[src/rtl/rc4_stream_cipher_top_macros.svh]
// Assertion helpers for the RC4 cipher block.
// RC4_ASSERT checks a property on every clock edge outside reset.
// RC4_ASSERT_NEVER checks that a condition never holds outside reset.
`ifndef RC4_STREAM_CIPHER_TOP_MACROS_SVH
`define RC4_STREAM_CIPHER_TOP_MACROS_SVH
`ifndef SYNTH
`define RC4_ASSERT(label, ck, rn, prop, msg) \
    label: assert property (@(posedge ck) disable iff (!rn) prop) else $error(msg);
`define RC4_ASSERT_NEVER(label, ck, rn, cond, msg) \
    label: assert property (@(posedge ck) disable iff (!rn) !(cond)) else $error(msg);
`else
`define RC4_ASSERT(label, ck, rn, prop, msg)
`define RC4_ASSERT_NEVER(label, ck, rn, cond, msg)
`endif
`endif

[src/rtl/rc4_ram.sv]
module rc4_ram #(
    parameter int WIDTH = 8,
    parameter int DEPTH = 256,
    localparam int AW = (DEPTH > 1) ? $clog2(DEPTH) : 1
) (
    input  logic             clk,
    input  logic             we,
    input  logic [AW-1:0]    waddr,
    input  logic [WIDTH-1:0] wdata,
    input  logic [AW-1:0]    raddr,
    output logic [WIDTH-1:0] rdata
);

    logic [WIDTH-1:0] mem_reg [DEPTH];

    always_ff @(posedge clk)
    begin
        if (we)
        begin
            mem_reg[waddr] <= wdata;
        end
        rdata <= mem_reg[raddr];
    end

endmodule

[config.mk]
export PLATFORM = sky130hd
export DESIGN_NAME = rc4_ram
export DESIGN_NICKNAME = d
export VERILOG_FILES = /design/src/rtl/rc4_stream_cipher_top_macros.svh /design/src/rtl/rc4_ram.sv
export SDC_FILE = /design/constraint.sdc
export NUM_CORES = 2
export LEC_CHECK = 0
export ABC_CLOCK_PERIOD_IN_PS = 2450
export BUFFER_PORTS_ARGS = -buffer_cell sky130_fd_sc_hd__buf_2
export CAP_MARGIN = 30
export CORE_MARGIN = 5
export CORE_UTILIZATION = 35
export DETAILED_ROUTE_END_ITERATION = 8
export GPL_ROUTABILITY_DRIVEN = 1
export HOLD_SLACK_MARGIN = 0.12
export PLACE_DENSITY_LB_ADDON = 0.15
export SYNTH_ARGS = -nofsm -noshare
export SYNTH_HDL_FRONTEND = slang
export SYNTH_SLANG_ARGS = --single-unit
[constraint.sdc]
create_clock -name clk -period 2.45 [get_ports clk]
set_clock_uncertainty 0.2 [all_clocks]
set_input_delay 0.3675 -clock clk [delete_from_list [all_inputs] [get_ports clk]]
set_output_delay 0.3675 -clock clk [all_outputs]
set_load 0.02 [all_outputs]
==> impl_results.md <==
* Die Y at 486.8 um
* Fmax at 405.3 MHz
* P_leak at 31.56 nW
* Clock buffer depth at 3
* Setup Buffers After CTS at 0
* Worst Path Required at 2.98 ns
* CP Buf/Inv Count at 2
* Simple-Gate Fraction of Synth Area at 2.628%
* Ys Warns at 0
* Synth-to-Final Area Change at 22.15%
* CTS tree: yes
* # port buffers at 33
* Min cycle time layout at 2.467 ns
* Clk_lat worst skew at 0.85 ns
* Most frequent cells in the layout: edfxtp_1 (2048), buf_4 (689), mux4_2 (455)
* Drt pass-1 iters at 5
* Initial antenna violation count at 12
* Crit-path max FO at 1
* Gpl congestion at 0.8081
* NumNets Final at 4599
* Final worst path period share at 100.7%
* Chip Width at 486.8 um
* Fraction of synthesized cell area in xor and xnor cells at 0%
* Slowest CP cell: mux4_2
* Ports at 34
* DRC at 0
* Via count of the first global-routing pass at 42038
* Maxcap violations at 0
* Rel. slew slack at 46.87%
* HP Class: in2reg
* Die footprint at 236900 um^2
* Startpoint types: register
* Core area at 226800 um^2
* Drt total wl at 225800 um
* Cell area after synthesis at 79560 um^2
* CP max stage delay at 0.46 ns
* Cell family with most CP delay: compound AO/OA/AOI/OAI gates
* Total grt overflow at 0
* Hold Vio Cnt, Final at 0
* Worst EP arrival at 3.00 ns
* Largest net degree at the start of global routing at 89
* Hold WS at 0.3249 ns
* RSZ-0062 raised after global routing: true
* Library cells used by synthesis at 55
* Most common cell after layout, fill and taps aside: edfxtp_1
* Main combinational cell family by area after synthesis: multiplexers
* CP most frequent cell: buf_4
* Power Density at 779.5 nW/um^2
* Adder and majority gate portion of the synthesized area at 0%
* GRT Util Overall at 18.97%
* Syn_nets at 3759
* Pre-CTS setup slack at -1.269 ns
* ANT nets after route at 0
* Failing checks: setup timing
* Synth Area in Compound Gates at 3.419%
* Max reg flops at 2048
* Synth Area per Inst at 21.31 um^2
* Wire per inst at 29.07 um
* CTS H-tree depth at 4
* Num rows at 175
* Cells along the critical path: mux4_2 > a22o_1 > a221oi_2 > buf_4 > o32ai_2 > nor3_4 > buf_4 > nor4_2
* Slew @ Worst Pin at 0.7970 ns
* Max-slew violations at 0
* Share of layout cells above drive strength 1 at 34.98%
* Mapped Cells at 3733
* WS Path Type: reg2reg
* Vias per inst at 5.266
* Num CTS Buffers at 215
* Max IR drop VDD at 0.6409 mV
* Mux cell area share after synthesis at 14.62%
* Vias at 40908
* First-pass GRT wire length at 320600 um
* DR iter-0 viols at 3998
* Flop and latch count out of synthesis at 2056
* Setup ws final at -0.01708 ns
* Setup Viol. Count Final at 2
* Clk sinks at 2056
* Clk Tree Root Cell: clkbuf_16
* Clk slew on worst S/H paths at 0.06 ns
* CP Capture Type: register
* Status: finished with violations
* Initial Util at 35.07%
* DPL Wire Length at 148100 um
* Sequential area share after synthesis at 77.50%
kinds of logic (layout without fill, tap and decap cells):
group | count (synthesis) | in the layout
compound gates | 385 | 385
buf+inv | 235 | 1256
flops | 2056 | 2056
mux | 591 | 591
other cells | 0 | 6
simple gates | 466 | 466
worst paths after layout:
check	from	endpoint	slack [ns]	cells past startpoint
worst max-delay path	mem_reg[82][6]$_DFFE_PP_	rdata[6]$_DFF_P_	-0.02	8
worst min-delay path	wdata[6]	mem_reg[213][6]$_DFFE_PP_	0.32	2
worst min register to register	mem_reg[103][7]$_DFFE_PP_	rdata[7]$_DFF_P_	0.81	5
worst max register to register	mem_reg[82][6]$_DFFE_PP_	rdata[6]$_DFF_P_	-0.02	8
cells in the mapped netlist (all sizes together):
cell type  instances  area (um^2)
and3b              2        17.52
buf              122         1032
nor3              22        110.1
a31oi              2        12.51
o221ai            47        417.9
nor4b              1        8.760
a311oi             2        17.52
dfxtp              8        160.2
nand2             33        123.9
a22oi            133        998.5
o211ai            10        75.07
and2               6        37.54
mux2i            134         1341
clkbuf           111        416.7
or2                4        25.02
o32ai              5        51.30
a21oi             96        480.5
nand2b             8        50.05
o22ai             28        175.2
a211oi            16        120.1
nand3             34        170.2
o22a               5        43.79
o21ai             12        60.06
edfxtp          2048        61500
nor2             282         1059
inv                1        3.750
o311ai             1        8.760
clkinv             1        3.750
mux4             456        10280
or2b               1        7.510
a22o               8        70.07
nor2b             31        193.9
nand3b             2        15.01
and3               1        6.260
a21boi             1        7.510
or3b               1        8.760
nor3b              1        7.510
a221oi            14        128.9
mux2               1        11.26
a2111oi            5        52.55
nor4              27        187.7
nand4             10        62.56
report_power, final:
| part | internal [mW] | switching (mW) | total [mW] |
|---|---|---|---|
| clock network | 18.8 | 13.6 | 32.4 |
| logic | 1.86 | 2.68 | 4.54 |
| registers | 38.8 | 0.0744 | 38.8 |
per-stage QoR:
step            TNS, ns  util, %  total power [mW]  area, um^2  instances
2_1_floorplan         0        -             41.47       79590       3733
3_3_place_gp     -9.092    39.55             44.10       89720       7346
3_5_place_dp     -8.694    39.55             44.11       89730       7347
4_1_cts        -0.03672    42.80             76.58       97080       7763
5_1_grt         -0.1466    42.84             78.34       97170       7766
6_report       -0.02529    42.84             75.75       97180       7769
final cells by class:
class | instances | area, um^2
diodes | 6 | 15.01
clock buffers | 266 | 5719
clock inverters | 132 | 1241
fillers | 19856 | 129700
inverters | 2 | 7.507
multi-input cells | 1442 | 16810
flip-flops and latches | 2056 | 61660
well taps | 3009 | 3765
repair buffers | 856 | 7960
metal layers:
layer  up-vias  track usage [%]  share of wire, %
li1      17422                -                 -
met1     22065            27.36                44
met2      1157            30.51                48
met3       264            2.906               5.4
met4         0            4.560               2.3
met5         -                0                 0
repair_timing:
action                                   CTS  global route
gates cloned                               0             0
hold buffers                              19             0
pin swaps                                 12            10
hold endpoints to repair                2267             0
resized for setup                         37            16
endpoints found under the setup margin     9            24
Note: power is estimated with default switching activity, not from simulation.
