==> src/rtl/rc4_stream_cipher_top_macros.svh <==
// Assertion helpers for the RC4 cipher block.
// RC4_ASSERT checks a property on every clock edge outside reset.
// RC4_ASSERT_NEVER checks that a condition never holds outside reset.
`ifndef RC4_STREAM_CIPHER_TOP_MACROS_SVH
`define RC4_STREAM_CIPHER_TOP_MACROS_SVH
`ifndef SYNTH
`define RC4_ASSERT(label, ck, rn, prop, msg) \
    label: assert property (@(posedge ck) disable iff (!rn) prop) else $error(msg);
`define RC4_ASSERT_NEVER(label, ck, rn, cond, msg) \
    label: assert property (@(posedge ck) disable iff (!rn) !(cond)) else $error(msg);
`else
`define RC4_ASSERT(label, ck, rn, prop, msg)
`define RC4_ASSERT_NEVER(label, ck, rn, cond, msg)
`endif
`endif

==> src/rtl/rc4_pkg.sv <==
package rc4_pkg;

    localparam int PERM_SIZE   = 256;
    localparam int PERM_AW     = 8;
    localparam int KEY_MAX_DEF = 256;

    localparam logic [PERM_AW-1:0] PERM_LAST = PERM_AW'(PERM_SIZE - 1);

    localparam logic CMD_KEY  = 1'b0;
    localparam logic CMD_DATA = 1'b1;

    typedef enum logic [3:0] {
        ST_IDLE,
        ST_KS_INIT,
        ST_KS_RD,
        ST_KS_J,
        ST_KS_W1,
        ST_KS_W2,
        ST_D_RD_I,
        ST_D_RD_J,
        ST_D_W_I,
        ST_D_W_J,
        ST_D_RD_T,
        ST_D_OUT
    } state_t;

    typedef struct packed {
        logic       cmd;
        logic [7:0] byte_in;
        logic       last_key;
    } item_t;

    typedef struct packed {
        logic       valid;
        logic [7:0] byte_out;
    } result_t;

    // Request to the permutation store. A clear returns every entry to identity.
    typedef struct packed {
        logic               clear;
        logic               we;
        logic [PERM_AW-1:0] waddr;
        logic [7:0]         wdata;
        logic [PERM_AW-1:0] raddr;
    } perm_req_t;

endpackage

==> src/rtl/rc4_ram.sv <==
module rc4_ram #(
    parameter int WIDTH = 8,
    parameter int DEPTH = 256,
    localparam int AW = (DEPTH > 1) ? $clog2(DEPTH) : 1
) (
    input  logic             clk,
    input  logic             we,
    input  logic [AW-1:0]    waddr,
    input  logic [WIDTH-1:0] wdata,
    input  logic [AW-1:0]    raddr,
    output logic [WIDTH-1:0] rdata
);

    logic [WIDTH-1:0] mem_reg [DEPTH];

    always_ff @(posedge clk)
    begin
        if (we)
        begin
            mem_reg[waddr] <= wdata;
        end
        rdata <= mem_reg[raddr];
    end

endmodule

==> src/rtl/rc4_perm.sv <==
module rc4_perm (
    input  logic               clk,
    input  logic               rst_n,
    input  rc4_pkg::perm_req_t req,
    output logic [7:0]         rdata
);
    import rc4_pkg::*;

    logic [PERM_SIZE-1:0] valid_reg;
    logic [PERM_SIZE-1:0] valid_next;
    logic                 hit_reg;
    logic [PERM_AW-1:0]   raddr_reg;
    logic [7:0]           ram_rdata;

    rc4_ram #(
        .WIDTH (8),
        .DEPTH (PERM_SIZE)
    ) u_ram (
        .clk   (clk),
        .we    (req.we),
        .waddr (req.waddr),
        .wdata (req.wdata),
        .raddr (req.raddr),
        .rdata (ram_rdata)
    );

    // An entry not written since the last clear still holds its own index.
    always_comb
    begin
        valid_next = valid_reg;
        if (req.clear)
        begin
            valid_next = '0;
        end
        else if (req.we)
        begin
            valid_next[req.waddr] = 1'b1;
        end
    end

    always_ff @(posedge clk or negedge rst_n)
    begin
        if (!rst_n)
        begin
            valid_reg <= '0;
            hit_reg   <= 1'b0;
        end
        else
        begin
            valid_reg <= valid_next;
            hit_reg   <= valid_reg[req.raddr];
        end
    end

    always_ff @(posedge clk)
    begin
        raddr_reg <= req.raddr;
    end

    assign rdata = hit_reg ? ram_rdata : raddr_reg;

endmodule

==> config.mk <==
export PLATFORM = sky130hd
export DESIGN_NAME = rc4_perm
export DESIGN_NICKNAME = d
export VERILOG_FILES = /design/src/rtl/rc4_stream_cipher_top_macros.svh /design/src/rtl/rc4_pkg.sv /design/src/rtl/rc4_ram.sv /design/src/rtl/rc4_perm.sv
export SDC_FILE = /design/constraint.sdc
export NUM_CORES = 2
export LEC_CHECK = 0
export BUFFER_PORTS_ARGS = -buffer_cell sky130_fd_sc_hd__buf_4
export CORE_MARGIN = 5
export CORE_UTILIZATION = 57
export DETAILED_ROUTE_END_ITERATION = 6
export GPL_TIMING_DRIVEN = 0
export PLACE_DENSITY_LB_ADDON = 0.3
export SLEW_MARGIN = 20
export SYNTH_ARGS = -nofsm -noshare
export SYNTH_HDL_FRONTEND = slang
export SYNTH_HIERARCHICAL = 1
export SYNTH_SLANG_ARGS = --single-unit
==> constraint.sdc <==
create_clock -name clk -period 1.9 [get_ports clk]
set_input_delay 0.38 -clock clk [delete_from_list [all_inputs] [get_ports clk]]
set_output_delay 0.38 -clock clk [all_outputs]
set_load 0.05 [all_outputs]
==> results.cfg <==
[pwr]
ir_drop_mv = 1.04
power_density_mw_per_mm2 = 1000
total_power_w = 0.108
p_leak_nw = 34.9

[floorplanning]
placementRows = 146
die_area_mm2 = 0.168
dieHeight_um = 410
fp.dieW_um = 410
initial_core_util_pct = 57.5
ios = 36
coreArea_mm2 = 0.159

[yosys]
ys_ff_latch = 2321
synth-warning-count = 6
async_reset_ff_share_pct = 11.1
syn_nets = 4887
synth.top_cell.area_share_pct = 67.4
syn-cell-area_mm2 = 0.0912
synth_ff_type = edfxtp_1
yosys.area.top_type = edfxtp_1
synth_edf_count = 2048
synthCells = 4859
synthTopCellsByArea = edfxtp_1 (67%), mux4_2 (12%), dfrtp_1 (7.0%), nor2_1 (2.3%), mux2i_1 (2.2%)
avgSynthCellArea_um2 = 18.8
yosysUniqueCellTypes = 63
yosysSeqAreaShare_pct = 74.8

[final_layout]
drive_gt1_share_pct = 30.7
fin_nets = 5261
area_delta_synth_final_pct = 17.8
final_cells = 7505
largest_reg_flops = 2048
n_fill_cell = 9676

[sta]
skew_ns = 0.0597
period_minus_slack_ns = 2.52
fmax_mhz = 396
drv_slew = 0
setup_ws_ns = -0.623
worst_pin_slew_ns = 1.19
setup_violations = 778
holdWs_ns = 0.0197
relSlewSlack_pct = 19.8
rsz0062_at_grt = yes
finalHoldViolCount = 0
finalCritPeriodShare_pct = 133

[critical_path]
critPathMaxFanout = 1
ff2ff_setup_slack_ns = -0.62
worst_ep_required_time_ns = 2.61
end_kind = flip-flop
path_class = reg2reg
worstPathArrival_ns = 3.23
r2r-start = u_ram/mem_reg[43][3]
timing.rr.end = u_ram/rdata[3]
critPathLaunchType = flip-flop
reg2regPathDepth = 6

[global_routing]
grt.total_usage_pct = 33.0
grt_pass1_vias = 51600
grt_overflow_total = 0
antenna_found_initial = 12
grt_max_degree = 137
grt_pass1_wl_um = 389000

[drt]
vias = 52700
dr.first_iter.drc_count = 8153
avgRoutedWirePerCell_um = 37.2
avgViaCountPerCell = 7.02
firstDrtPassIters = 6
antenna_left = 0
wl_um = 279000
drcViolationCount = 0

[clock_tree]
cts_buffers = 224
cts_tree = done
cts.path.max_buffers = 3
clk_pin_slew_ns = 0.07
cts.sinks = 2321
insertion_delay_ns = 0.86
cts_max_level = 4
cts.root.buffer_cell = clkbuf_16

[placed_design]
io_buffers = 34
hpwl_um = 179000
gp_congestion = 0.983
placed_cells = 6985

[min_path]
hp-start = req[11]
holdPathStages = 1
hold_class = in2reg
whs_endpoint = u_ram/mem_reg[230][3]

[status]
status = complete, but fails checks
failed_checks = setup timing

[run]
maxCapViolCount = 0
power breakdown:
| part | internal [W] | switching [W] | total, W |
|---|---|---|---|
| Combinational | 0.00247 | 0.00493 | 0.00740 |
| Clock | 0.0252 | 0.0194 | 0.0446 |
| Sequential | 0.0557 | 0.0000649 | 0.0557 |
| Total | 0.0833 | 0.0244 | 0.108 |
routing by layer:
layer / part of all wire, % / GRT usage, %
met1: 33 / 42.6
met2: 46 / 50.6
met3: 14 / 10.7
met4: 6.6 / 17.8
met5: 0 / 0
worst max-delay path, stage by stage, from the launching register on:
cell and delay, ns:
edfxtp_1 0.37, mux4_2 0.49, nand2b_1 0.19, a311oi_2 0.36, o221ai_1 0.26, a211oi_4 0.54
nor4_4 0.16
cell families after synthesis:
group | Yosys count | share of synthesized area [%]
buffers and inverters | 323 | 2.05
flip-flops | 2321 | 74.8
AND/OR/NAND/NOR | 820 | 3.88
multiplexers | 702 | 14.5
AO/OA/AOI/OAI | 693 | 4.79
through the flow:
stage | setup TNS (ns) | cell area [µm²] | utilization (%) | worst slack, ns
after global placement | -5047.85 | 95600 | 60.2 | -3.37
after detailed placement | -2616.16 | 96200 | 60.6 | -3.25
final | -47.60 | 107000 | 67.7 | -0.623
after CTS | -12.81 | 106000 | 67.0 | -0.577
after global routing | -12.38 | 107000 | 67.7 | -0.582
after floorplan | -36.74 | 92700 | - | -0.299
final cells by class:
type / count / area, µm² / area share [%]
multi-input cells: 2215 / 24100 / 22.4
clock buffers: 282 / 5930 / 5.52
clock inverters: 139 / 1480 / 1.37
flip-flops and latches: 2321 / 68300 / 63.5
repair buffers: 156 / 1910 / 1.78
well taps: 2072 / 2590 / 2.41
plain buffers: 312 / 3170 / 2.95
diodes: 5 / 12.5 / 0.0116
inverters: 3 / 12.5 / 0.0116
synth_stat cells (all sizes together), types with 22 or more instances:
master and n:
a21oi 352, a22oi 135, and2 22, buf 143, clkbuf 177, dfrtp 257, edfxtp 2048, mux2i 201
mux4 492, nand2 47, nand3 39, nor2 566, nor2b 34, nor3 39, nor4 30, o221ai 47
o22ai 50
cell usage in the layout, fill, tap and decap left out, types with 18 or more instances in the layout:
cell and n:
clkbuf_4 30, nor4_4 18, a21oi_2 31, nor2_1 313, nand3_2 18, clkbuf_2 41, edfxtp_1 2048, nor2_4 203
clkinv_2 50, buf_16 37, buf_12 52, o22ai_1 48, dfrtp_1 256, clkbuf_8 27, clkbuf_1 117, nor2_2 50
nand2_1 40, a22oi_1 114, buf_4 103, nor3_1 21, buf_6 39, a22oi_2 21, clkinv_1 43, clkbuf_16 229
buf_8 32, nand3_1 21, a21oi_1 320, bufinv_16 22, o221ai_1 34, nor2b_1 25, mux4_2 491, buf_2 26
mux2i_1 192
how the worst max path moves through the flow:
| stage | start | to | cells past startpoint |
|---|---|---|---|
| CTS | hit_reg | rdata[5] | 2 |
| global route | hit_reg | rdata[2] | 2 |
| global placement | req[3] | u_ram/rdata[3] | 7 |
| floorplan | req[0] | u_ram/rdata[0] | 9 |
| finish | u_ram/mem_reg[43][3] | u_ram/rdata[3] | 6 |
| detailed placement | req[1] | u_ram/rdata[3] | 10 |
timing repair:
action	4_1_cts	5_1_grt
endpoints found under the hold margin	483	0
cloned	1	1
pin swaps	48	38
gates resized for setup	533	181
setup buffers	39	45
endpoints found under the setup margin	1996	819
hold buffers	16	0
Power figures use the tool's default switching activity.
