### src/rtl/rc4_stream_cipher_top_macros.svh
// Assertion helpers for the RC4 cipher block.
// RC4_ASSERT checks a property on every clock edge outside reset.
// RC4_ASSERT_NEVER checks that a condition never holds outside reset.
`ifndef RC4_STREAM_CIPHER_TOP_MACROS_SVH
`define RC4_STREAM_CIPHER_TOP_MACROS_SVH
`ifndef SYNTH
`define RC4_ASSERT(label, ck, rn, prop, msg) \
    label: assert property (@(posedge ck) disable iff (!rn) prop) else $error(msg);
`define RC4_ASSERT_NEVER(label, ck, rn, cond, msg) \
    label: assert property (@(posedge ck) disable iff (!rn) !(cond)) else $error(msg);
`else
`define RC4_ASSERT(label, ck, rn, prop, msg)
`define RC4_ASSERT_NEVER(label, ck, rn, cond, msg)
`endif
`endif

### src/rtl/rc4_pkg.sv
package rc4_pkg;

    localparam int PERM_SIZE   = 256;
    localparam int PERM_AW     = 8;
    localparam int KEY_MAX_DEF = 256;

    localparam logic [PERM_AW-1:0] PERM_LAST = PERM_AW'(PERM_SIZE - 1);

    localparam logic CMD_KEY  = 1'b0;
    localparam logic CMD_DATA = 1'b1;

    typedef enum logic [3:0] {
        ST_IDLE,
        ST_KS_INIT,
        ST_KS_RD,
        ST_KS_J,
        ST_KS_W1,
        ST_KS_W2,
        ST_D_RD_I,
        ST_D_RD_J,
        ST_D_W_I,
        ST_D_W_J,
        ST_D_RD_T,
        ST_D_OUT
    } state_t;

    typedef struct packed {
        logic       cmd;
        logic [7:0] byte_in;
        logic       last_key;
    } item_t;

    typedef struct packed {
        logic       valid;
        logic [7:0] byte_out;
    } result_t;

    // Request to the permutation store. A clear returns every entry to identity.
    typedef struct packed {
        logic               clear;
        logic               we;
        logic [PERM_AW-1:0] waddr;
        logic [7:0]         wdata;
        logic [PERM_AW-1:0] raddr;
    } perm_req_t;

endpackage

### src/rtl/rc4_core.sv
module rc4_core #(
    parameter int KEY_MAX = rc4_pkg::KEY_MAX_DEF,
    localparam int KAW = (KEY_MAX > 1) ? $clog2(KEY_MAX) : 1
) (
    input  logic               clk,
    input  logic               rst_n,
    input  logic               in_valid,
    input  rc4_pkg::item_t     in_item,
    output logic               in_ready,
    output rc4_pkg::result_t   res,
    input  logic               res_ready,
    output rc4_pkg::perm_req_t perm_req,
    input  logic [7:0]         perm_rdata,
    output logic               key_we,
    output logic [KAW-1:0]     key_waddr,
    output logic [7:0]         key_wdata,
    output logic [KAW-1:0]     key_raddr,
    input  logic [7:0]         key_rdata
);
    import rc4_pkg::*;

    localparam int CW = $clog2(KEY_MAX + 1);

    state_t         state_reg, state_next;
    logic [7:0]     i_reg, i_next;
    logic [7:0]     j_reg, j_next;
    logic [7:0]     k_reg, k_next;
    logic [KAW-1:0] kidx_reg, kidx_next;
    logic [CW-1:0]  count_reg, count_next;
    logic [7:0]     si_reg, si_next;
    logic [7:0]     sj_reg, sj_next;
    logic [7:0]     data_reg, data_next;

    logic [7:0] op_a, op_b, op_c, sum;
    logic       accept;
    logic       count_room;
    logic       kidx_wrap;

    // The one adder that the i, j and k index sums and the keystream sum go through.
    assign sum        = op_a + op_b + op_c;
    assign in_ready   = (state_reg == ST_IDLE);
    assign accept     = in_valid && in_ready;
    assign count_room = count_reg < CW'(KEY_MAX);
    assign kidx_wrap  = (CW'(kidx_reg) + CW'(1)) == count_reg;

    assign key_waddr = count_reg[KAW-1:0];
    assign key_wdata = in_item.byte_in;
    assign key_raddr = kidx_reg;

    always_comb
    begin
        state_next = state_reg;
        case (state_reg)
            ST_IDLE:
            begin
                if (accept)
                begin
                    if (in_item.cmd == CMD_DATA)
                    begin
                        state_next = ST_D_RD_I;
                    end
                    else if (in_item.last_key)
                    begin
                        state_next = ST_KS_INIT;
                    end
                end
            end
            ST_KS_INIT: state_next = ST_KS_RD;
            ST_KS_RD:   state_next = ST_KS_J;
            ST_KS_J:    state_next = ST_KS_W1;
            ST_KS_W1:   state_next = ST_KS_W2;
            ST_KS_W2:   state_next = (k_reg == PERM_LAST) ? ST_IDLE : ST_KS_RD;
            ST_D_RD_I:  state_next = ST_D_RD_J;
            ST_D_RD_J:  state_next = ST_D_W_I;
            ST_D_W_I:   state_next = ST_D_W_J;
            ST_D_W_J:   state_next = ST_D_RD_T;
            ST_D_RD_T:  state_next = ST_D_OUT;
            ST_D_OUT:   state_next = res_ready ? ST_IDLE : ST_D_OUT;
            default:    state_next = ST_IDLE;
        endcase
    end

    always_comb
    begin
        i_next       = i_reg;
        j_next       = j_reg;
        k_next       = k_reg;
        kidx_next    = kidx_reg;
        count_next   = count_reg;
        si_next      = si_reg;
        sj_next      = sj_reg;
        data_next    = data_reg;
        op_a         = '0;
        op_b         = '0;
        op_c         = '0;
        perm_req     = '0;
        key_we       = 1'b0;
        res.valid    = 1'b0;
        res.byte_out = data_reg ^ perm_rdata;

        case (state_reg)
            ST_IDLE:
            begin
                if (accept)
                begin
                    if (in_item.cmd == CMD_DATA)
                    begin
                        data_next = in_item.byte_in;
                    end
                    else if (count_room)
                    begin
                        key_we     = 1'b1;
                        count_next = count_reg + CW'(1);
                    end
                end
            end
            ST_KS_INIT:
            begin
                perm_req.clear = 1'b1;
                j_next         = '0;
                k_next         = '0;
                kidx_next      = '0;
            end
            ST_KS_RD:
            begin
                perm_req.raddr = k_reg;
            end
            ST_KS_J:
            begin
                op_a           = j_reg;
                op_b           = perm_rdata;
                op_c           = key_rdata;
                j_next         = sum;
                si_next        = perm_rdata;
                perm_req.raddr = sum;
            end
            ST_KS_W1:
            begin
                perm_req.we    = 1'b1;
                perm_req.waddr = k_reg;
                perm_req.wdata = perm_rdata;
            end
            ST_KS_W2:
            begin
                perm_req.we    = 1'b1;
                perm_req.waddr = j_reg;
                perm_req.wdata = si_reg;
                op_a           = k_reg;
                op_b           = 8'd1;
                k_next         = sum;
                kidx_next      = kidx_wrap ? '0 : kidx_reg + KAW'(1);
                if (k_reg == PERM_LAST)
                begin
                    i_next     = '0;
                    j_next     = '0;
                    count_next = '0;
                end
            end
            ST_D_RD_I:
            begin
                op_a           = i_reg;
                op_b           = 8'd1;
                i_next         = sum;
                perm_req.raddr = sum;
            end
            ST_D_RD_J:
            begin
                op_a           = j_reg;
                op_b           = perm_rdata;
                j_next         = sum;
                si_next        = perm_rdata;
                perm_req.raddr = sum;
            end
            ST_D_W_I:
            begin
                perm_req.we    = 1'b1;
                perm_req.waddr = i_reg;
                perm_req.wdata = perm_rdata;
                sj_next        = perm_rdata;
            end
            ST_D_W_J:
            begin
                perm_req.we    = 1'b1;
                perm_req.waddr = j_reg;
                perm_req.wdata = si_reg;
            end
            ST_D_RD_T, ST_D_OUT:
            begin
                // The keystream address is held while the result waits.
                op_a           = si_reg;
                op_b           = sj_reg;
                perm_req.raddr = sum;
                res.valid      = (state_reg inside {ST_D_OUT});
            end
            default:
            begin
            end
        endcase
    end

    always_ff @(posedge clk or negedge rst_n)
    begin
        if (!rst_n)
        begin
            state_reg <= ST_IDLE;
            i_reg     <= '0;
            j_reg     <= '0;
            count_reg <= '0;
        end
        else
        begin
            state_reg <= state_next;
            i_reg     <= i_next;
            j_reg     <= j_next;
            count_reg <= count_next;
        end
    end

    always_ff @(posedge clk)
    begin
        k_reg    <= k_next;
        kidx_reg <= kidx_next;
        si_reg   <= si_next;
        sj_reg   <= sj_next;
        data_reg <= data_next;
    end

endmodule

### config.mk
export PLATFORM = sky130hd
export DESIGN_NAME = rc4_core
export DESIGN_NICKNAME = d
export VERILOG_FILES = /design/src/rtl/rc4_stream_cipher_top_macros.svh /design/src/rtl/rc4_pkg.sv /design/src/rtl/rc4_core.sv
export SDC_FILE = /design/constraint.sdc
export NUM_CORES = 1
export LEC_CHECK = 0
export ABC_AREA = 1
export ABC_CLOCK_PERIOD_IN_PS = 5670
export BUFFER_PORTS_ARGS = -buffer_cell sky130_fd_sc_hd__buf_2
export CORE_AREA = 3 3 92 94
export CTS_CLUSTER_DIAMETER = 40
export DETAILED_ROUTE_END_ITERATION = 7
export DIE_AREA = 0 0 95 97
export PLACE_DENSITY = 0.86
export SLEW_MARGIN = 20
export SYNTH_ARGS = -nofsm -noshare
export SYNTH_HDL_FRONTEND = slang
export SYNTH_SLANG_ARGS = --single-unit
### constraint.sdc
create_clock -name clk -period 5.67 [get_ports clk]
set_clock_uncertainty 0.1 [all_clocks]
set_input_delay 0.567 -clock clk [delete_from_list [all_inputs] [get_ports clk]]
set_output_delay 0.567 -clock clk [all_outputs]
set_load 0.1 [all_outputs]
==> reports/qor.yml, run 1 <==
cts_hold_buf: 0
cts_setup_buffers: 0
wl_mm: 12.4
ctsHtreeMaxLevel: 3
floorplan.rows: 32
use_met1: 0.408
first_global_vias: 4054
final_antenna_net_count: 0
vias: 4014
path_buf_inv: 4
drv_cap: 0
cts_tree: "done"
cts_made_buffers: 9
tightest_slew_ns: 0.967
cts_buffer_depth: 2
coreArea_mm2: 0.00773
startpoint_type: "register"
io_buffers: 90
tns_ns: 0
rr_startpoint: "state_reg[1]$_DFFE_PN0P_"
p_clk_frac: 0.121
n_antenna_cell: 0
stdcell_count: 714
die_x_um: 95
clk_pin_slew_worst_paths_ns: 0.07
die_h_um: 97
powerDensity_mw_per_mm2: 614
switchingPower_mw: 1.91
die-area_mm2: 0.00922
syn_avg_cell_area_um2: 8.65
synth_top_flop_cell: "edfxtp_1"
ir_worst_vdd_mv: 0.467
layout_commonest_cell: "nand2_1"
power_frac_seq: 0.250
grt_pass1_wl_mm: 20.6
r2r_slack_ns: 1.91
critPathMaxStageDelay_ns: 0.56
drt-initial-drc-count: 351
ys_seq_elements: 69
cp_data_arrival_time_ns: 4.20
layout_worst_path_cycle_share: 0.859
critPathLaunch: "state_reg[1]$_DFFE_PN0P_"
setup_viol: 0
layout.nets: 653
clk_latency_ns: 0.34
relSlewSlack: 0.353
crit_family: "adder cells"
synth_edf_count: 40
cts_resized: 0
worstReg2RegEnd: "k_reg[5]$_SDFFCE_PP0P_"
synth_cells: 528
synth_fp_nets: 574
hold_viol_final: 0
crit_type: "register to primary output"
reg2reg_depth: 15
drtPass1Iterations: 5
vias_per_cell: 5.62
clock-sinks: 69
start_util: 0.591
grt_util_met3: 0.0451
crit_end: "perm_req[5]"
netlist_area_mm2: 0.00457
ioPinCount: 91
period_needed_ns: 4.87
combPwrFrac: 0.628
hold_class: "primary input to asynchronous set/reset pin"
cts_root_buf: "clkbuf_8"
leakage_nw: 2.51
critPathMaxFanout: 7
grt.overflow.total: 0
yosysTopAreaCell: "edfxtp_1"
grt_usage: 0.287
post-route-util: 0.669
critPathCaptureType: "primary output"
gp_congestion: 1.01
internal_power_mw: 1.26
cp.depth: 16
report.final.slew_viol_count: 0
slowest_stage: "fa_1"
yosys_warnings: 0
yosysSeqAreaShare: 0.422
antenna_found_initial: 0
dp.cells: 698
switching_share: 0.603
fmaxAchievable_mhz: 205
n_fill_cell: 642
wl_per_cell_um: 17.4
largest_reg_flops: 9
async_flop_share: 0.420
synth.distinct_cells: 42
area_delta_synth_final_pct: 13.2
required_ns: 5.00
rsz0062_at_grt: "no"
timing.hold.ws_ns: 0.182
grt_max_degree: 30
path_cells: "inv_2 > nor2_1 > nand2_1 > inv_1 > nand2_1 > o21ai_0 > a21oi_1 > o21ai_0 > fa_1 > ha_1 > inv_1 > fa_1 > o31ai_1 > xnor2_1 > o22ai_1 > buf_2"
dp_hpwl_mm: 9.25
synth_area_leaders: "edfxtp_1 (26%), dfrtp_1 (16%), nand2_1 (8.6%), inv_1 (7.4%), o22ai_1 (3.8%)"
grt.busiest_layer: "met2"
yosys.area.top_type_share: 0.263
drive_above_1_share: 0.237
totalPowerFinal_mw: 3.17
use_met2: 0.440
status: "completed"
drc: 0
layout_common_cells: "nand2_1 (105), inv_1 (90), buf_2 (90)"
## worst register-to-register path: stages (launching register included)
cell     delay, ns
dfrtp_1       0.44
inv_2         0.15
nor2_1        0.07
nand2_1       0.11
inv_1         0.20
nand2_1       0.14
o21ai_0       0.09
a21oi_1       0.12
o21ai_0       0.14
fa_1          0.56
ha_1          0.18
inv_1         0.06
fa_1          0.43
o31ai_1       0.37
xnor2_1       0.29
nor2_1        0.08
## cell families (layout without fill, tap and decap cells)
kind of cell,count (synthesis),after routing,share of synthesized area
fa+ha+maj,16,16,0.0570
buf+inv,124,208,0.122
simple gates,209,209,0.226
flops,69,69,0.422
xor+xnor,24,24,0.0518
compound gates,86,86,0.122
## stage by stage
| step | setup slack [ns] | area (um2) |
|---|---|---|
| 5_1_grt | 0.535 | 5170 |
| 6_report | 0.800 | 5170 |
| 2_1_floorplan | 0.0913 | 4570 |
| 4_1_cts | 0.851 | 5170 |
| 3_3_place_gp | 1.26 | 4980 |
| 3_5_place_dp | 1.21 | 4980 |
## layer usage
| metal | wire length [um] | vias to the layer above |
|---|---|---|
| li1 | - | 1885 |
| met1 | 5160 | 1908 |
| met2 | 5900 | 192 |
| met3 | 1020 | 29 |
| met4 | 321 | 0 |
| met5 | 0 | - |
## worst min path at each step
stage	from	to	slack [ns]	depth (start not counted)
finish	rst_n	state_reg[0]$_DFFE_PN0P_	0.18	1
global route	rst_n	state_reg[3]$_DFFE_PN0P_	0.21	1
CTS	rst_n	count_reg[3]$_DFFE_PN0P_	0.18	1
detailed placement	i_reg[7]$_DFFE_PN0P_	i_reg[7]$_DFFE_PN0P_	0.37	2
global placement	i_reg[7]$_DFFE_PN0P_	i_reg[7]$_DFFE_PN0P_	0.38	2
floorplan	rst_n	count_reg[0]$_DFFE_PN0P_	0.17	0
## synthesized netlist by cell type, types with 3 or more instances
cell and number:
nand2_1 105, inv_1 90, o21ai_1 12, ha_1 8, nand3_1 21, o22ai_1 28
nand4_1 4, fa_1 8, buf_4 16, nor2_1 46, nor3_1 8, a21oi_1 8
nand2_4 6, o21ai_2 3, edfxtp_1 40, inv_4 3, inv_2 8, nor2_8 5
clkbuf_1 3, nand2_2 4, o221ai_1 9, xor2_1 19, a221oi_1 6, dfrtp_1 29
o21ai_0 15, xnor2_1 3, buf_6 3
## power groups by stage
stage | sequential [mW] | clock, mW | combinational [mW]
finish | 0.794 | 0.385 | 1.99
global route | 0.812 | 0.412 | 2.11
CTS | 0.791 | 0.391 | 1.98
detailed placement | 0.800 | 0 | 1.97
global placement | 0.794 | 0 | 1.96
floorplan | 0.896 | 0 | 1.54
## layout make-up
type | count | area (um2) | area share
Clock buffer | 10 | 128 | 0.0247
Clock inverter | 6 | 55.1 | 0.0107
Inverter | 101 | 387 | 0.0748
Sequential cell | 69 | 1930 | 0.373
Timing Repair Buffer | 91 | 458 | 0.0886
Multi-Input combinational cell | 335 | 2090 | 0.404
Tap cell | 102 | 128 | 0.0247
Note: power is estimated with default switching activity, not from simulation.
==> run 2: changes to the inputs <==
Settings changed: ABC_CLOCK_PERIOD_IN_PS 5670 to 5400, CORE_AREA 3 3 92 94 to 3 3 100 102, DIE_AREA 0 0 95 97 to 0 0 103 105, PLACE_DENSITY 0.86 to 0.74.
Clock period 5.67 ns to 5.4 ns, I/O delays scaled along.
==> run 2 against run 1 <==
Effect of this change:
- power up 4.6%
- global-route usage fell by 5.6 points
- non-clock buffer count is the same
- critical endpoint is now perm_req[6]
- count of clock-buffer cells in the layout grew 1
==> reports/qor.yml, run 2 (same netlist as run 1, synthesis figures left out) <==
cts_made_buffers: 9  # unchanged
vias_per_cell: 5.52  # -1.9%
cts_resized: 0  # unchanged
clk_pin_slew_worst_paths_ns: 0.08  # about the same
path_buf_inv: 5  # +1
switchingPower_mw: 1.99  # +4.2%
first_global_vias: 3857  # -4.9%
coreArea_mm2: 0.00920  # +19%
drc: 0  # unchanged
r2r_slack_ns: 1.65  # -0.26 ns
cts_setup_buffers: 0  # unchanged
path_common_cell: "nand2_1"
totalPowerFinal_mw: 3.32  # +4.6%
grt.overflow.total: 0  # unchanged
path_cells: "inv_4 > nand2_4 > nor2_8 > inv_4 > o21ai_0 > inv_1 > fa_1 > inv_1 > ha_1 > nand3_1 > nand2_1 > nand2_1 > nand2_1 > a21oi_1 > xor2_1 > o21ai_1 > buf_2"
tns_ns: 0  # unchanged
crit_type: "register to primary output"
worst_slack_ns: 0.630  # -0.170 ns
critPathMaxStageDelay_ns: 0.60  # +0.04 ns
power_frac_seq: 0.251  # about the same
cts_buffer_depth: 2  # unchanged
stdcell_count: 723  # +1.3%
reg2reg_depth: 16  # +1
gp_congestion: 0.922  # -8.8%
grt_usage: 0.231  # -0.0559
post-route-cell-area_mm2: 0.00518  # +0.22%
internal_power_mw: 1.33  # +5.1%
drtPass1Iterations: 5  # unchanged
n_antenna_cell: 0  # unchanged
cp.depth: 17  # +1
hold_viol_final: 0  # unchanged
io_buffers: 90  # unchanged
powerDensity_mw_per_mm2: 640  # +4.3%
drv_cap: 0  # unchanged
setup_viol: 0  # unchanged
critPathCaptureType: "primary output"
vias: 3989  # -0.62%
cp_data_arrival_time_ns: 4.13  # -0.07 ns
ctsHtreeMaxLevel: 3  # unchanged
switching_share: 0.600  # -0.00221
worstReg2RegEnd: "k_reg[6]$_SDFFCE_PP0P_"
dp_slack_ns: 1.05  # -0.163 ns
clock-sinks: 69  # unchanged
dp.cells: 707  # +1.3%
required_ns: 4.76  # -0.24 ns
timing.hold.ws_ns: 0.145  # -0.0361 ns
startpoint_type: "register"
die_h_um: 105  # +8.2%
ir_worst_vdd_mv: 0.378  # -19%
critPathMaxFanout: 19  # +12
period_needed_ns: 4.77
ioPinCount: 91  # unchanged
place_area_mm2: 0.00500  # +0.23%
start_util: 0.496  # -0.0944
clk_latency_ns: 0.35  # about the same
wl_mm: 12.2  # -2.0%
layout_common_cells: "nand2_1 (105), inv_1 (90), buf_2 (90)"
area_delta_synth_final_pct: 13.4
slowest_stage: "fa_1"
floorplan.rows: 35  # +9.4%
relSlewSlack: 0.327  # -0.0263
antenna_found_initial: 0  # unchanged
grt_pass1_wl_mm: 19.4  # -5.9%
post-route-util: 0.563  # -0.106
dp_hpwl_mm: 9.14  # -1.2%
drt-initial-drc-count: 375  # +6.8%
p_clk_frac: 0.123  # +0.002
die-area_mm2: 0.0108  # +17%
status: "completed"
cts_tree: "done"
report.final.slew_viol_count: 0  # unchanged
cts_root_buf: "clkbuf_8"
grt_max_degree: 30  # unchanged
wl_per_cell_um: 16.8  # -3.2%
cts_hold_buf: 0  # unchanged
drive_above_1_share: 0.237  # unchanged
layout_worst_path_cycle_share: 0.883
largest_reg_flops: 9  # unchanged
rr_startpoint: "state_reg[3]$_DFFE_PN0P_"
die_x_um: 103  # +8.4%
layout_commonest_cell: "nand2_1"
leakage_nw: 2.51  # about the same
combPwrFrac: 0.626  # -0.002
hold_class: "primary input to asynchronous set/reset pin"
final_antenna_net_count: 0  # unchanged
layout.nets: 653  # unchanged
tightest_slew_ns: 1.01  # +0.0393 ns
rsz0062_at_grt: "no"
crit_family: "buffers and inverters"
fmaxAchievable_mhz: 210
==> run 2: cell count changes in the layout (fill, tap and decap cells not counted) <==
| cell | delta |
|---|---|
| clkbuf_1 | +1 |
| o21ai_1 | +1 |
| clkinv_1 | -1 |
| o21ai_0 | -1 |
==> run 2: cell type report <==
cell class / count / area (um2)
Clock inverter: 5 / 51.3
Clock buffer: 11 / 131
Tap cell: 111 / 139
Timing Repair Buffer: 91 / 458
Inverter: 101 / 387
Fill cell: 861 / 4020
Sequential cell: 69 / 1930
Multi-Input combinational cell: 335 / 2090
==> run 2: how the worst max path moves through the flow <==
stage,end,startpoint,slack (ns)
final,perm_req[6],state_reg[3]$_DFFE_PN0P_,0.63
after global routing,perm_req[6],state_reg[3]$_DFFE_PN0P_,0.36
after CTS,perm_req[6],state_reg[3]$_DFFE_PN0P_,0.67
after detailed placement,perm_req[6],state_reg[3]$_DFFE_PN0P_,1.05
after global placement,perm_req[6],state_reg[3]$_DFFE_PN0P_,1.19
after floorplan,perm_req[5],state_reg[1]$_DFFE_PN0P_,0.50
==> run 2: per-layer routing <==
layer / routed length, um / share of wire / global-route usage
met4: 245 / 0.020 / 0.0768
met1: 5250 / 0.43 / 0.331
met5: 0 / 0 / 0
met2: 5680 / 0.47 / 0.352
met3: 981 / 0.081 / 0.0394
==> run 2: power groups by stage <==
stage	combinational [mW]	clock [mW]	sequential, mW
after detailed placement	2.06	0	0.838
after global routing	2.21	0.441	0.849
after global placement	2.04	0	0.833
after floorplan	1.61	0	0.941
after CTS	2.07	0.415	0.828
final	2.08	0.407	0.832
